==> src/hw/rtl/psf_pkg.sv <==
// ----------------------------------------------------------------------------
// psf_pkg: shared definitions for the printf-style formatter
// Sizes, character codes and the command and status types that join the
// controller to the datapath.
// ----------------------------------------------------------------------------
package psf_pkg;

   // Argument width on the port and width of the value that is formatted.
   localparam int ARG_BITS   = 32;
   localparam int VALUE_BITS = 32;
   localparam int WIDE_BITS  = VALUE_BITS + ARG_BITS;

   // Binary to decimal conversion takes two magnitude bits per cycle.
   localparam int PAD_BITS   = VALUE_BITS + (VALUE_BITS % 2);
   localparam int CONV_STEPS = PAD_BITS / 2;
   localparam int STEP_BITS  = $clog2(CONV_STEPS);

   // Digit counts: decimal is floor(bits * log10(2)) + 1.
   localparam int DEC_DIGITS     = (VALUE_BITS * 30103) / 100000 + 1;
   localparam int OCT_DIGITS     = (VALUE_BITS + 2) / 3;
   localparam int NUM_DIGITS     = (DEC_DIGITS > OCT_DIGITS) ? DEC_DIGITS : OCT_DIGITS;
   localparam int POS_BITS       = $clog2(NUM_DIGITS);
   localparam int DIGIT_VEC_BITS = NUM_DIGITS * 4;

   // Character codes.
   localparam logic [7:0] CH_NUL     = 8'h00;
   localparam logic [7:0] CH_PERCENT = 8'h25;
   localparam logic [7:0] CH_MINUS   = 8'h2D;
   localparam logic [7:0] CH_LOWER_C = 8'h63;
   localparam logic [7:0] CH_LOWER_D = 8'h64;
   localparam logic [7:0] CH_LOWER_U = 8'h75;
   localparam logic [7:0] CH_LOWER_X = 8'h78;
   localparam logic [7:0] CH_LOWER_O = 8'h6F;

   localparam logic [7:0] HEX_CHARS [16] = '{
      8'h30, 8'h31, 8'h32, 8'h33, 8'h34, 8'h35, 8'h36, 8'h37,
      8'h38, 8'h39, 8'h61, 8'h62, 8'h63, 8'h64, 8'h65, 8'h66
   };

   typedef enum logic [1:0] {
      RADIX_DEC_S,
      RADIX_DEC_U,
      RADIX_HEX,
      RADIX_OCT
   } radix_type;

   typedef enum logic [2:0] {
      SRC_BYTE,
      SRC_ARG,
      SRC_PERCENT,
      SRC_MINUS,
      SRC_DIGIT
   } char_src_type;

   typedef struct packed {
      logic         load;
      radix_type    radix;
      logic         conv_step;
      logic         find_lead;
      logic         pos_dec;
      logic         put;
      char_src_type src;
      logic         last;
   } dp_cmd_type;

   typedef struct packed {
      logic out_free;
      logic negative;
      logic pos_zero;
   } dp_status_type;

endpackage

==> src/hw/rtl/psf_datapath.sv <==
// ----------------------------------------------------------------------------
// psf_datapath: digit datapath of the printf-style formatter
// Holds the magnitude, the digit buffer, the digit pointer and the output
// register, and carries out the commands of the controller.
// ----------------------------------------------------------------------------
module psf_datapath (
   input  logic                          clock,
   input  logic                          reset,
   input  logic [7:0]                    req_format_byte,
   input  logic [psf_pkg::ARG_BITS-1:0]  req_argument_word,
   input  psf_pkg::dp_cmd_type           cmd,
   output psf_pkg::dp_status_type        status,
   output logic                          rsp_valid,
   input  logic                          rsp_stall,
   output logic [7:0]                    rsp_out_char,
   output logic                          rsp_last_of_run
);
   import psf_pkg::*;

   logic [PAD_BITS-1:0]       mag_ff, mag_in;
   logic [DIGIT_VEC_BITS-1:0] digit_ff, digit_in;
   logic [POS_BITS-1:0]       pos_ff, pos_in;
   logic                      neg_ff, neg_in;
   logic                      out_valid_ff, out_valid_in;
   logic [7:0]                out_char_ff, out_char_in;
   logic                      out_last_ff, out_last_in;

   logic [WIDE_BITS-1:0]      arg_wide;
   logic [VALUE_BITS-1:0]     arg_val;
   logic [VALUE_BITS-1:0]     arg_abs;
   logic                      arg_neg;
   logic [DIGIT_VEC_BITS-1:0] arg_digits;
   logic [DIGIT_VEC_BITS-1:0] load_digits;
   logic [POS_BITS-1:0]       lead_pos;
   logic [3:0]                cur_digit;
   logic                      out_free;

   // One double-dabble step: adjust every BCD digit, then shift one bit in.
   function automatic logic [DIGIT_VEC_BITS-1:0] dd_shift(
      input logic [DIGIT_VEC_BITS-1:0] d,
      input logic                      b
   );
      logic [DIGIT_VEC_BITS-1:0] a;
      a = d;
      for (int i = 0; i < NUM_DIGITS; i++) begin
         if (a[4*i +: 4] >= 4'd5) begin
            a[4*i +: 4] = a[4*i +: 4] + 4'd3;
         end
      end
      return {a[DIGIT_VEC_BITS-2:0], b};
   endfunction

   assign arg_wide = WIDE_BITS'(req_argument_word);
   assign arg_val  = arg_wide[VALUE_BITS-1:0];
   assign arg_neg  = (cmd.radix == RADIX_DEC_S) && arg_val[VALUE_BITS-1];
   assign arg_abs  = arg_neg ? (~arg_val + VALUE_BITS'(1)) : arg_val;
   assign arg_digits = DIGIT_VEC_BITS'(arg_val);

   always_comb begin
      load_digits = '0;
      case (cmd.radix)
         RADIX_HEX: begin
            load_digits = arg_digits;
         end
         RADIX_OCT: begin
            for (int i = 0; i < NUM_DIGITS; i++) begin
               load_digits[4*i +: 4] = {1'b0, arg_digits[3*i +: 3]};
            end
         end
         default: begin
            load_digits = '0;
         end
      endcase
   end

   // Highest nonzero digit; a value of zero still prints digit zero.
   always_comb begin
      lead_pos = '0;
      for (int i = 0; i < NUM_DIGITS; i++) begin
         if (digit_ff[4*i +: 4] != 4'd0) begin
            lead_pos = POS_BITS'(i);
         end
      end
   end

   assign cur_digit = digit_ff[{pos_ff, 2'b00} +: 4];
   assign out_free  = !out_valid_ff || !rsp_stall;

   always_comb begin
      mag_in   = mag_ff;
      digit_in = digit_ff;
      neg_in   = neg_ff;
      if (cmd.load) begin
         mag_in   = PAD_BITS'(arg_abs);
         digit_in = load_digits;
         neg_in   = arg_neg;
      end else if (cmd.conv_step) begin
         mag_in   = mag_ff << 2;
         digit_in = dd_shift(dd_shift(digit_ff, mag_ff[PAD_BITS-1]), mag_ff[PAD_BITS-2]);
      end

      pos_in = pos_ff;
      if (cmd.find_lead) begin
         pos_in = lead_pos;
      end else if (cmd.pos_dec) begin
         pos_in = pos_ff - POS_BITS'(1);
      end

      out_valid_in = out_valid_ff;
      out_char_in  = out_char_ff;
      out_last_in  = out_last_ff;
      if (cmd.put) begin
         out_valid_in = 1'b1;
         out_last_in  = cmd.last;
         case (cmd.src)
            SRC_BYTE:    out_char_in = req_format_byte;
            SRC_ARG:     out_char_in = req_argument_word[7:0];
            SRC_PERCENT: out_char_in = CH_PERCENT;
            SRC_MINUS:   out_char_in = CH_MINUS;
            SRC_DIGIT:   out_char_in = HEX_CHARS[cur_digit];
            default:     out_char_in = CH_NUL;
         endcase
      end else if (!rsp_stall) begin
         out_valid_in = 1'b0;
      end
   end

   always_ff @(posedge clock) begin
      if (reset) begin
         out_valid_ff <= 1'b0;
      end else begin
         out_valid_ff <= out_valid_in;
      end
      mag_ff      <= mag_in;
      digit_ff    <= digit_in;
      neg_ff      <= neg_in;
      pos_ff      <= pos_in;
      out_char_ff <= out_char_in;
      out_last_ff <= out_last_in;
   end

   assign status.out_free = out_free;
   assign status.negative = neg_ff;
   assign status.pos_zero = (pos_ff == '0);

   assign rsp_valid       = out_valid_ff;
   assign rsp_out_char    = out_char_ff;
   assign rsp_last_of_run = out_last_ff;

endmodule

==> src/hw/rtl/psf_ctrl.sv <==
// ----------------------------------------------------------------------------
// psf_ctrl: controller of the printf-style formatter
// Decodes format bytes, keeps the pending percent flag and sequences the
// conversion, leading digit search and character output.
// ----------------------------------------------------------------------------
module psf_ctrl (
   input  logic                   clock,
   input  logic                   reset,
   input  logic                   req_valid,
   output logic                   req_stall,
   input  logic [7:0]             req_format_byte,
   input  psf_pkg::dp_status_type status,
   output psf_pkg::dp_cmd_type    cmd
);
   import psf_pkg::*;

   typedef enum logic [2:0] {
      ST_IDLE,
      ST_CONV,
      ST_LEAD,
      ST_SIGN,
      ST_DIGIT
   } ctrl_state_type;

   ctrl_state_type       state_ff, state_in;
   logic                 pending_ff, pending_in;
   logic [STEP_BITS-1:0] step_ff, step_in;
   logic                 accept;

   assign req_stall = !((state_ff == ST_IDLE) && status.out_free);
   assign accept    = req_valid && !req_stall;

   always_comb begin
      state_in   = state_ff;
      pending_in = pending_ff;
      step_in    = step_ff;
      cmd        = '0;
      case (state_ff)
         ST_IDLE: begin
            if (accept) begin
               if (!pending_ff) begin
                  if (req_format_byte == CH_PERCENT) begin
                     pending_in = 1'b1;
                  end else if (req_format_byte != CH_NUL) begin
                     cmd.put  = 1'b1;
                     cmd.src  = SRC_BYTE;
                     cmd.last = 1'b1;
                  end
               end else begin
                  pending_in = 1'b0;
                  step_in    = STEP_BITS'(CONV_STEPS - 1);
                  case (req_format_byte)
                     CH_LOWER_C: begin
                        cmd.put  = 1'b1;
                        cmd.src  = SRC_ARG;
                        cmd.last = 1'b1;
                     end
                     CH_PERCENT: begin
                        cmd.put  = 1'b1;
                        cmd.src  = SRC_PERCENT;
                        cmd.last = 1'b1;
                     end
                     CH_LOWER_D: begin
                        cmd.load  = 1'b1;
                        cmd.radix = RADIX_DEC_S;
                        state_in  = ST_CONV;
                     end
                     CH_LOWER_U: begin
                        cmd.load  = 1'b1;
                        cmd.radix = RADIX_DEC_U;
                        state_in  = ST_CONV;
                     end
                     CH_LOWER_X: begin
                        cmd.load  = 1'b1;
                        cmd.radix = RADIX_HEX;
                        state_in  = ST_LEAD;
                     end
                     CH_LOWER_O: begin
                        cmd.load  = 1'b1;
                        cmd.radix = RADIX_OCT;
                        state_in  = ST_LEAD;
                     end
                     default: begin
                        // Unknown letter or terminator: nothing is printed.
                     end
                  endcase
               end
            end
         end
         ST_CONV: begin
            cmd.conv_step = 1'b1;
            step_in       = step_ff - STEP_BITS'(1);
            if (step_ff == '0) begin
               state_in = ST_LEAD;
            end
         end
         ST_LEAD: begin
            cmd.find_lead = 1'b1;
            state_in      = status.negative ? ST_SIGN : ST_DIGIT;
         end
         ST_SIGN: begin
            if (status.out_free) begin
               cmd.put  = 1'b1;
               cmd.src  = SRC_MINUS;
               cmd.last = 1'b0;
               state_in = ST_DIGIT;
            end
         end
         ST_DIGIT: begin
            if (status.out_free) begin
               cmd.put     = 1'b1;
               cmd.src     = SRC_DIGIT;
               cmd.last    = status.pos_zero;
               cmd.pos_dec = 1'b1;
               if (status.pos_zero) begin
                  state_in = ST_IDLE;
               end
            end
         end
         default: begin
            state_in = ST_IDLE;
         end
      endcase
   end

   always_ff @(posedge clock) begin
      if (reset) begin
         state_ff   <= ST_IDLE;
         pending_ff <= 1'b0;
         step_ff    <= '0;
      end else begin
         state_ff   <= state_in;
         pending_ff <= pending_in;
         step_ff    <= step_in;
      end
   end

endmodule

==> src/hw/rtl/printf_style_formatter.sv <==
// ----------------------------------------------------------------------------
// printf_style_formatter: byte-serial integer formatter
// Echoes format bytes and expands %c, %d, %u, %x, %o and %% conversions
// into ASCII characters, most significant digit first.
// ----------------------------------------------------------------------------
//
//   Channel   Direction   Beat contents
//   req_      in          format_byte, argument_word
//   rsp_      out         out_char, last_of_run (set on the final character)
//
// An ordinary byte, %c or %% produces one beat. A %x or %o loads the
// argument, finds the leading digit and then puts out one digit per beat.
// A %d or %u first converts the magnitude from binary to BCD, two bits per
// cycle, and a negative %d then puts out a minus sign before the digits.
// Reset is synchronous and clears the controller state, the pending
// percent flag and the output valid flag. A stall on rsp_ holds the current
// beat and pauses digit output; req_stall stays high while a conversion runs.
//
module printf_style_formatter (
   input  logic                          clock,
   input  logic                          reset,
   input  logic                          req_valid,
   output logic                          req_stall,
   input  logic [7:0]                    req_format_byte,
   input  logic [psf_pkg::ARG_BITS-1:0]  req_argument_word,
   output logic                          rsp_valid,
   input  logic                          rsp_stall,
   output logic [7:0]                    rsp_out_char,
   output logic                          rsp_last_of_run
);
   import psf_pkg::*;

   // Commands from the controller and status back from the datapath.
   dp_cmd_type    cmd;
   dp_status_type status;

   // The controller decodes each accepted byte and sequences the work.
   psf_ctrl u_ctrl (
      .clock           (clock),
      .reset           (reset),
      .req_valid       (req_valid),
      .req_stall       (req_stall),
      .req_format_byte (req_format_byte),
      .status          (status),
      .cmd             (cmd)
   );

   // The datapath holds the digits and the output register that drives rsp_.
   psf_datapath u_datapath (
      .clock             (clock),
      .reset             (reset),
      .req_format_byte   (req_format_byte),
      .req_argument_word (req_argument_word),
      .cmd               (cmd),
      .status            (status),
      .rsp_valid         (rsp_valid),
      .rsp_stall         (rsp_stall),
      .rsp_out_char      (rsp_out_char),
      .rsp_last_of_run   (rsp_last_of_run)
   );

endmodule
==> config.mk <==
export PLATFORM = sky130hd
export DESIGN_NAME = printf_style_formatter
export DESIGN_NICKNAME = d
export VERILOG_FILES = /design/src/hw/rtl/psf_pkg.sv /design/src/hw/rtl/psf_datapath.sv /design/src/hw/rtl/psf_ctrl.sv /design/src/hw/rtl/printf_style_formatter.sv
export SDC_FILE = /design/constraint.sdc
export NUM_CORES = 1
export LEC_CHECK = 0
export BUFFER_PORTS_ARGS = -buffer_cell sky130_fd_sc_hd__buf_4
export CORE_MARGIN = 10
export CORE_UTILIZATION = 40
export CTS_CLUSTER_DIAMETER = 40
export DETAILED_ROUTE_END_ITERATION = 12
export GPL_TIMING_DRIVEN = 0
export SKIP_CTS_REPAIR_TIMING = 1
export SYNTH_ARGS = -nofsm -noshare
export SYNTH_HDL_FRONTEND = slang
export SYNTH_SLANG_ARGS = --single-unit
==> constraint.sdc <==
create_clock -name clock -period 3.6 [get_ports clock]
set_clock_uncertainty 0.05 [all_clocks]
set_input_delay 0.54 -clock clock [delete_from_list [all_inputs] [get_ports clock]]
set_output_delay 0.54 -clock clock [all_outputs]
set_load 0.02 [all_outputs]
==> summary.md, run 1 <==
| Metric | Value |
|---|---|
| Synthesized cell area | `7955 µm²` |
| Total number of H-tree levels | `3` |
| Crit-path most repeated cell | `sky130_fd_sc_hd__inv_2` |
| Congestion Overflow GR | `0` |
| Yosys top cell area share | `between 30% and 40%` |
| Peak clock frequency supported by timing | `0.3228 GHz` |
| Required time worst endpoint | `between 3 and 4 ns` |
| Sw Pwr | `0.5836 mW` |
| Multiplexer area fraction after synthesis | `between 7 and 8%` |
| Antenna violations before repair | `0` |
| Sequential share of power | `roughly 50%` |
| Worst Setup End Kind | `flip-flop` |
| Max Buffers Root-to-Sink | `2` |
| Period minus WS final | `3.098 ns` |
| Total power per unit cell area | `~280 nW/µm²` |
| Area share of fa/ha/maj cells after synthesis | `~7.7%` |
| Combined flip-flop and latch cell area | `slightly below 3000 µm²` |
| Synthesized Nets | `about 950` |
| Number of warnings reported in the yosys synthesis log | `0` |
| # nets final | `around 1.0k` |
| Share of async-settable or async-resettable flops after synthesis | `0%` |
| Critical path start-end classification | `flip-flop to flip-flop` |
| Commonest register cell after synthesis | `sky130_fd_sc_hd__edfxtp_1` |
| Most frequent cells after synthesis | `sky130_fd_sc_hd__edfxtp_1 (90), sky130_fd_sc_hd__nand2_1 (87), sky130_fd_sc_hd__inv_1 (56)` |
| Wire length of the first global-routing pass | `around 36,000 µm` |
| Count of endpoints failing setup in the final report | `0` |
| Via density per instance | `5.620` |
| Reg clk slew, reported paths | `around 0.07 ns` |
| Placeable Area | `19,530 µm²` |
| Std cell rows | `51` |
| First drt pass iteration count | `5` |
| Peak VDD IR | `~230 µV` |
| Critical path's slowest cell | `sky130_fd_sc_hd__clkbuf_1` |
| Compound-gate portion of the synthesized area | `19.47%` |
| Data arrival time of the critical path | `approximately 3.1 ns` |
| Count of port buffers added during placement | `47` |
| Height of the chip | `161.0 µm` |
| Core Util, Final | `45.96%` |
| Die footprint | `25,930 µm²` |
| Final instance area | `~9000 µm²` |
| CTS sink cnt | `99` |
| Mean instance size in the synthesized netlist | `approximately 9.3 µm²` |
| Cell count after synthesis | `roughly 850` |
| Total power of the final layout | `around 2.5 mW` |
| Final Max Slew Viols | `0` |
| Share of total power in the clock network | `~43%` |
| Maximum fanout along the worst path | `16` |
| Worst min-delay path category | `input port to flip-flop` |
| Count of antenna-violating nets left after detailed routing | `0` |
| RePlAce Congestion | `about 0.83` |
| Cell taking the most area after synthesis | `sky130_fd_sc_hd__edfxtp_1` |
| Aggregate routed wire length | `roughly 23,000 µm` |
| Pin count of the biggest net entering global routing | `40` |
| Worst-path cell chain | `buf_2 > nor4_2 > inv_2 > nor3_2 > nand2_1 > inv_2 > clkbuf_1 > o22ai_1` |
| Starting density of the core | `~41%` |
| Count of unique library cells instantiated by Yosys | `72` |
| All-layer global routing usage | `about 17%` |
| HPWL after detailed placement | `about 17,000 µm` |
| DRC errors left | `0` |
| Number of filler instances in the final layout | `around 2.0k` |
| 1st-iter DRT viols | `approximately 440` |
| Leading post-synthesis cells by cell area | `sky130_fd_sc_hd__edfxtp_1 (34%), sky130_fd_sc_hd__ha_1 (7.7%), sky130_fd_sc_hd__nand2_1 (4.1%)` |
| Fraction of final layout cells sized beyond drive strength 1 | `12.64%` |
| Share of the clock period used by the worst path after layout | `86.06%` |
| Root buffer cell | `sky130_fd_sc_hd__clkbuf_16` |
| Status | `complete, no violations` |
| Slew margin rel. | `42.23%` |
| Type of origin of the critical path | `flip-flop` |
| Switch share | `between 20% and 30%` |
| Max-capacitance violation count | `0` |
| Most instantiated library cell after synthesis | `sky130_fd_sc_hd__edfxtp_1` |
| Final-report hold violation count | `0` |
| Part of the total power dissipated in combinational logic | `about 7.8%` |
| TritonCTS buffer count | `9` |
| Standard cell area after detailed placement | `just under 9000 µm²` |
| Launch point of the critical path | `u_ctrl.state_ff[1]` |
| Unrepaired setup endpoints after global routing | `false` |
| CTS tree | `done` |
| Number of ports placed on the die boundary | `55` |
| Clock Latency Late Sink | `0.36 ns` |
| Area grow syn2layout | `12.82%` |
| EDFF count, synth | `90` |
| Xor/xnor share of the synthesized area | `around 6.8%` |
| Die Span X | `~160 µm` |
| Slew of the pin with the lowest slew margin | `~0.85 ns` |
| Delay contributed by the slowest stage of the critical path | `0.64 ns` |
| Via count | `approximately 6.6k` |
| Proportion of synthesized chip area in sequential cells | `a little over a third` |
| Post-Synth Simple-Gate Area | `between 10% and 20%` |
| Number of flip-flops and latches in the synthesized netlist | `between 90 and 100` |
| Worst hold start | `req_format_byte[7]` |
| Cell Int Power | `a little under 2 mW` |
| Worst Hold Slack | `0.4369 ns` |
| Number of global-route vias before repair | `between 6k and 7k` |
| Diode count | `0` |
| Routed wirelength normalized by instance count | `~19 µm` |
| Footprint of the multi-input gates | `4687 µm²` |
| Largest family of logic cells by synthesized area | `compound AO/OA/AOI/OAI gates` |
| Launch instance of the worst register-to-register path | `u_ctrl.state_ff[1]` |
| Leakage dissipation | `approximately 3.4 nW` |
[cells in the final DEF (no fill, tap or decap), types with 13 or more instances in the layout]
| cell | count |
|---|---|
| sky130_fd_sc_hd__edfxtp_1 | 90 |
| sky130_fd_sc_hd__nand2_1 | 87 |
| sky130_fd_sc_hd__inv_1 | 56 |
| sky130_fd_sc_hd__a21oi_1 | 55 |
| sky130_fd_sc_hd__ha_1 | 49 |
| sky130_fd_sc_hd__buf_4 | 48 |
| sky130_fd_sc_hd__o21ai_0 | 45 |
| sky130_fd_sc_hd__xor2_1 | 37 |
| sky130_fd_sc_hd__nor2_1 | 32 |
| sky130_fd_sc_hd__mux2i_1 | 32 |
| sky130_fd_sc_hd__nand2b_1 | 26 |
| sky130_fd_sc_hd__a22oi_1 | 26 |
| sky130_fd_sc_hd__xnor2_1 | 25 |
| sky130_fd_sc_hd__clkbuf_1 | 24 |
| sky130_fd_sc_hd__nor3b_1 | 24 |
| sky130_fd_sc_hd__o211ai_1 | 19 |
| sky130_fd_sc_hd__nand3_1 | 18 |
| sky130_fd_sc_hd__o22ai_1 | 17 |
| sky130_fd_sc_hd__o21ai_1 | 13 |
[power by group through the flow]
stage          Clock (mW)  Sequential (mW)  Combinational [mW]
6_report             1.07             1.25               0.196
5_1_grt              1.11             1.25               0.212
4_1_cts              1.08             1.25               0.194
3_5_place_dp            0             1.27               0.193
3_3_place_gp            0             1.27               0.193
2_1_floorplan           0             1.28              0.0851
[through the flow]
stage          setup WS, ns  setup TNS, ns  cells
2_1_floorplan        0.2053              0    854
3_3_place_gp         -1.171         -88.53   1166
3_5_place_dp        -0.3954         -19.26   1167
4_1_cts            -0.06228         -2.267   1183
5_1_grt              0.2788              0   1183
6_report             0.5017              0   1183
[final timing paths]
check / to / slack (ns) / cells after the start
max: u_datapath.digit_ff[30] / 0.50 / 8
min: u_datapath.rsp_out_char[7] / 0.44 / 2
max reg2reg: u_datapath.digit_ff[30] / 0.50 / 8
min reg2reg: u_ctrl.step_ff[0] / 0.45 / 1
[kinds of logic (layout without fill, tap and decap cells)]
logic type | count (synthesis) | in the layout
and+or+nand+nor | 259 | 260
AOI/OAI and AO/OA | 238 | 238
DFF | 99 | 99
buffers and inverters | 98 | 161
xor gates and xnor gates | 62 | 62
adders and majority gates | 49 | 49
muxes | 49 | 49
[worst max-delay path: cells and delay by family, from the launching register on]
kind | cells | cell delay, ns
flops | 1 | 0.30
compound gates | 1 | 0.14
buf+inv | 4 | 1.25
simple gates | 3 | 1.07
[registers in the layout, indices dropped and copies added (netlist names)]
signal                      flops
u_datapath.digit_ff            44
u_datapath.mag_ff              32
u_datapath.rsp_out_char         8
u_ctrl.step_ff                  4
u_datapath.pos_ff               4
u_ctrl.state_ff                 3
u_ctrl.pending_ff               1
u_datapath.neg_ff               1
u_datapath.rsp_last_of_run      1
u_datapath.rsp_valid            1
[layer usage]
layer,wire length (µm),up-vias,GRT usage [%]
met2,10930,132,29.04
li1,-,3274,-
met3,938,27,2.211
met5,0,-,0
met4,412,0,5.335
met1,10290,3216,21.72
[final cells by class]
cell class,count,share of cell area [%]
Buffer,38,1.882
Inverter,59,2.468
Multi-Input combinational cell,658,52.22
Clock inverter,5,0.8644
Tap cell,265,3.694
Sequential cell,99,32.12
Clock buffer,11,2.593
Timing Repair Buffer,48,4.154
No activity file was read; power rests on OpenSTA's default activity.
==> run 2, diff against run 1 <==
--- a/config.mk
+++ b/config.mk
@@ -6,7 +6,7 @@
 export NUM_CORES = 1
 export LEC_CHECK = 0
 export BUFFER_PORTS_ARGS = -buffer_cell sky130_fd_sc_hd__buf_4
-export CORE_MARGIN = 10
+export CAP_MARGIN = 20
 export CORE_UTILIZATION = 40
 export CTS_CLUSTER_DIAMETER = 40
 export DETAILED_ROUTE_END_ITERATION = 12
==> summary.md, run 2 (synthesized netlist as in run 1, its figures left out) <==
| Metric | Value |
|---|---|
| Status | `complete, no violations (unchanged)` |
| Non-filler cells, final | `1,182 (was 1,183)` |
| Via density per instance | `5.629 (was 5.620)` |
| Leakage dissipation | `3.417 nW (was 3.430 nW)` |
| Count of port buffers added during placement | `47 (unchanged)` |
| Number of filler instances in the final layout | `1,923 (was 1,959)` |
| All-layer global routing usage | `21.97% (was 16.97%)` |
| Standard cell area after detailed placement | `8670 µm² (was 8662 µm²)` |
| CTS sink cnt | `99 (unchanged)` |
| Number of flip-flops in the largest register | `44 (unchanged)` |
| Final instance area | `8951 µm² (was 8975 µm²)` |
| Die footprint | `20,460 µm² (was 25,930 µm²)` |
| Minimum setup slack after placement | `-0.3112 ns (was -0.3954 ns)` |
| Total power of the final layout | `2.424 mW (was 2.516 mW)` |
| Share of the clock period used by the worst path after layout | `88.36% (was 86.06%)` |
| Final-report hold violation count | `0 (unchanged)` |
| Root buffer cell | `sky130_fd_sc_hd__clkbuf_16 (unchanged)` |
| Peak VDD IR | `219.5 µV (was 229.0 µV)` |
| Max-capacitance violation count | `0 (unchanged)` |
| Slew of the pin with the lowest slew margin | `0.8522 ns (was 0.8545 ns)` |
| Worst min-delay path category | `input port to flip-flop (unchanged)` |
| Placed Instances | `1,167 (unchanged)` |
| Height of the chip | `143.0 µm (was 161.0 µm)` |
| Count of endpoints failing setup in the final report | `0 (unchanged)` |
| CTS tree | `done (unchanged)` |
| Most frequent cells in the layout | `sky130_fd_sc_hd__edfxtp_1 (90), sky130_fd_sc_hd__nand2_1 (87), sky130_fd_sc_hd__inv_1 (56) (unchanged)` |
| Peak clock frequency supported by timing | `0.3144 GHz (was 0.3228 GHz)` |
| Total power per unit cell area | `270.8 nW/µm² (was 280.3 nW/µm²)` |
| Unrepaired setup endpoints after global routing | `false (unchanged)` |
| 1st-iter DRT viols | `498 (was 436)` |
| Number of global-route vias before repair | `6,309 (was 6,665)` |
| Placeable Area | `19,460 µm² (was 19,530 µm²)` |
| Largest register by flop count | `u_datapath.digit_ff (unchanged)` |
| Maximum fanout along the worst path | `54 (was 16)` |
| Clock Latency Late Sink | `0.35 ns (was 0.36 ns)` |
| Pin count of the biggest net entering global routing | `55 (was 40)` |
| # nets final | `1,005 (was 1,006)` |
| Number of ports placed on the die boundary | `55 (unchanged)` |
| Final setup margin | `0.4192 ns (was 0.5017 ns)` |
| RePlAce Congestion | `0.8548 (was 0.8333)` |
| Max Buffers Root-to-Sink | `2 (unchanged)` |
| Total number of H-tree levels | `3 (unchanged)` |
| Critical path start-end classification | `flip-flop to flip-flop (unchanged)` |
| Antenna violations before repair | `1 (was 0)` |
| Wire length of the first global-routing pass | `34,090 µm (was 35,640 µm)` |
| Fraction of final layout cells sized beyond drive strength 1 | `12.54% (was 12.64%)` |
| Final Max Slew Viols | `0 (unchanged)` |
| HPWL after detailed placement | `16,360 µm (was 17,040 µm)` |
| Routed wirelength normalized by instance count | `18.38 µm (was 19.08 µm)` |
| TritonCTS buffer count | `9 (unchanged)` |
| Congestion Overflow GR | `0 (unchanged)` |
| Count of antenna-violating nets left after detailed routing | `0 (unchanged)` |
| Std cell rows | `51 (unchanged)` |
| Die Span X | `143.0 µm (was 161.0 µm)` |
| Reg clk slew, reported paths | `0.07 ns (about the same)` |
| Period minus WS final | `3.181 ns (was 3.098 ns)` |
| Type of origin of the critical path | `flip-flop (unchanged)` |
| Via count | `6,654 (was 6,649)` |
| Leading cell type in the layout, fill and taps excluded | `sky130_fd_sc_hd__edfxtp_1 (unchanged)` |
| Required time worst endpoint | `3.58 ns (was 3.63 ns)` |
| Starting density of the core | `40.87% (was 40.74%)` |
| DRC errors left | `0 (unchanged)` |
| Aggregate routed wire length | `21,730 µm (was 22,570 µm)` |
| Diode count | `0 (unchanged)` |
| Data arrival time of the critical path | `3.16 ns (was 3.13 ns)` |
| Area grow syn2layout | `12.52% (was 12.82%)` |
| Slew margin rel. | `42.39% (was 42.23%)` |
| Worst Setup End Kind | `flip-flop (unchanged)` |
| First drt pass iteration count | `5 (unchanged)` |
[run 2: cell types whose count changed in the layout (fill, tap and decap cells not counted)]
cell | before | now
sky130_fd_sc_hd__buf_12 | 1 | 0
sky130_fd_sc_hd__buf_16 | 0 | 1
sky130_fd_sc_hd__bufinv_16 | 2 | 1
sky130_fd_sc_hd__clkbuf_1 | 24 | 23
sky130_fd_sc_hd__clkinv_1 | 1 | 2
sky130_fd_sc_hd__clkinv_2 | 1 | 2
sky130_fd_sc_hd__or2_2 | 2 | 1
[run 2: critical path, cell delays in order (launching register included)]
cell	delay, ns
sky130_fd_sc_hd__dfxtp_1	0.32
sky130_fd_sc_hd__and2_1	0.21
sky130_fd_sc_hd__nor4_2	0.33
sky130_fd_sc_hd__inv_2	0.11
sky130_fd_sc_hd__nor3_2	0.43
sky130_fd_sc_hd__nand2_1	0.28
sky130_fd_sc_hd__inv_2	0.32
sky130_fd_sc_hd__or2_4	0.43
sky130_fd_sc_hd__buf_16	0.29
[run 2: path summary, 6_finish.rpt]
| check | start | end | slack (ns) | cells past startpoint |
|---|---|---|---|---|
| worst min register to register | u_ctrl.step_ff[0] | u_ctrl.step_ff[0] | 0.48 | 1 |
| worst max-delay path | u_datapath.rsp_valid | u_datapath.mag_ff[29] | 0.42 | 8 |
| worst min-delay path | req_format_byte[7] | u_datapath.rsp_out_char[7] | 0.45 | 2 |
| worst max register to register | u_datapath.rsp_valid | u_datapath.mag_ff[29] | 0.42 | 8 |
[run 2: power by group]
group          internal (mW)  switching (mW)  total, mW  leakage [nW]
Combinational         0.0786           0.116      0.195          2.39
Sequential              1.24         0.00284       1.25         0.889
Clock                  0.534           0.447      0.982         0.141
Total                   1.86           0.566       2.42          3.42
[run 2: cell type report]
type                            count  area, µm²  area share, %
Multi-Input combinational cell    657       4681          52.29
Tap cell                          265      331.6          3.704
Sequential cell                    99       2883          32.21
Clock inverter                      6      56.30         0.6290
Clock buffer                       10      229.0          2.558
Inverter                           59      221.5          2.474
Timing Repair Buffer               48      380.4          4.249
Buffer                             38      168.9          1.887
[run 2: per-layer routing]
metal	vias to the layer above	part of all wire (%)	track usage, %
li1	3263	-	-
met1	3183	47	30.30
met2	187	47	35.82
met3	21	4.9	2.918
met4	0	1.6	6.282
met5	-	0	0
[run 2: per-stage QoR]
stage	utilization, %	setup TNS, ns	hold slack [ns]
floorplan	-	0	0.4176
CTS	46.01	0	0.4431
finish	45.99	0	0.4540
detailed placement	44.55	-16.63	0.4554
global placement	44.39	-90.46	0.4454
global route	45.99	0	0.4637
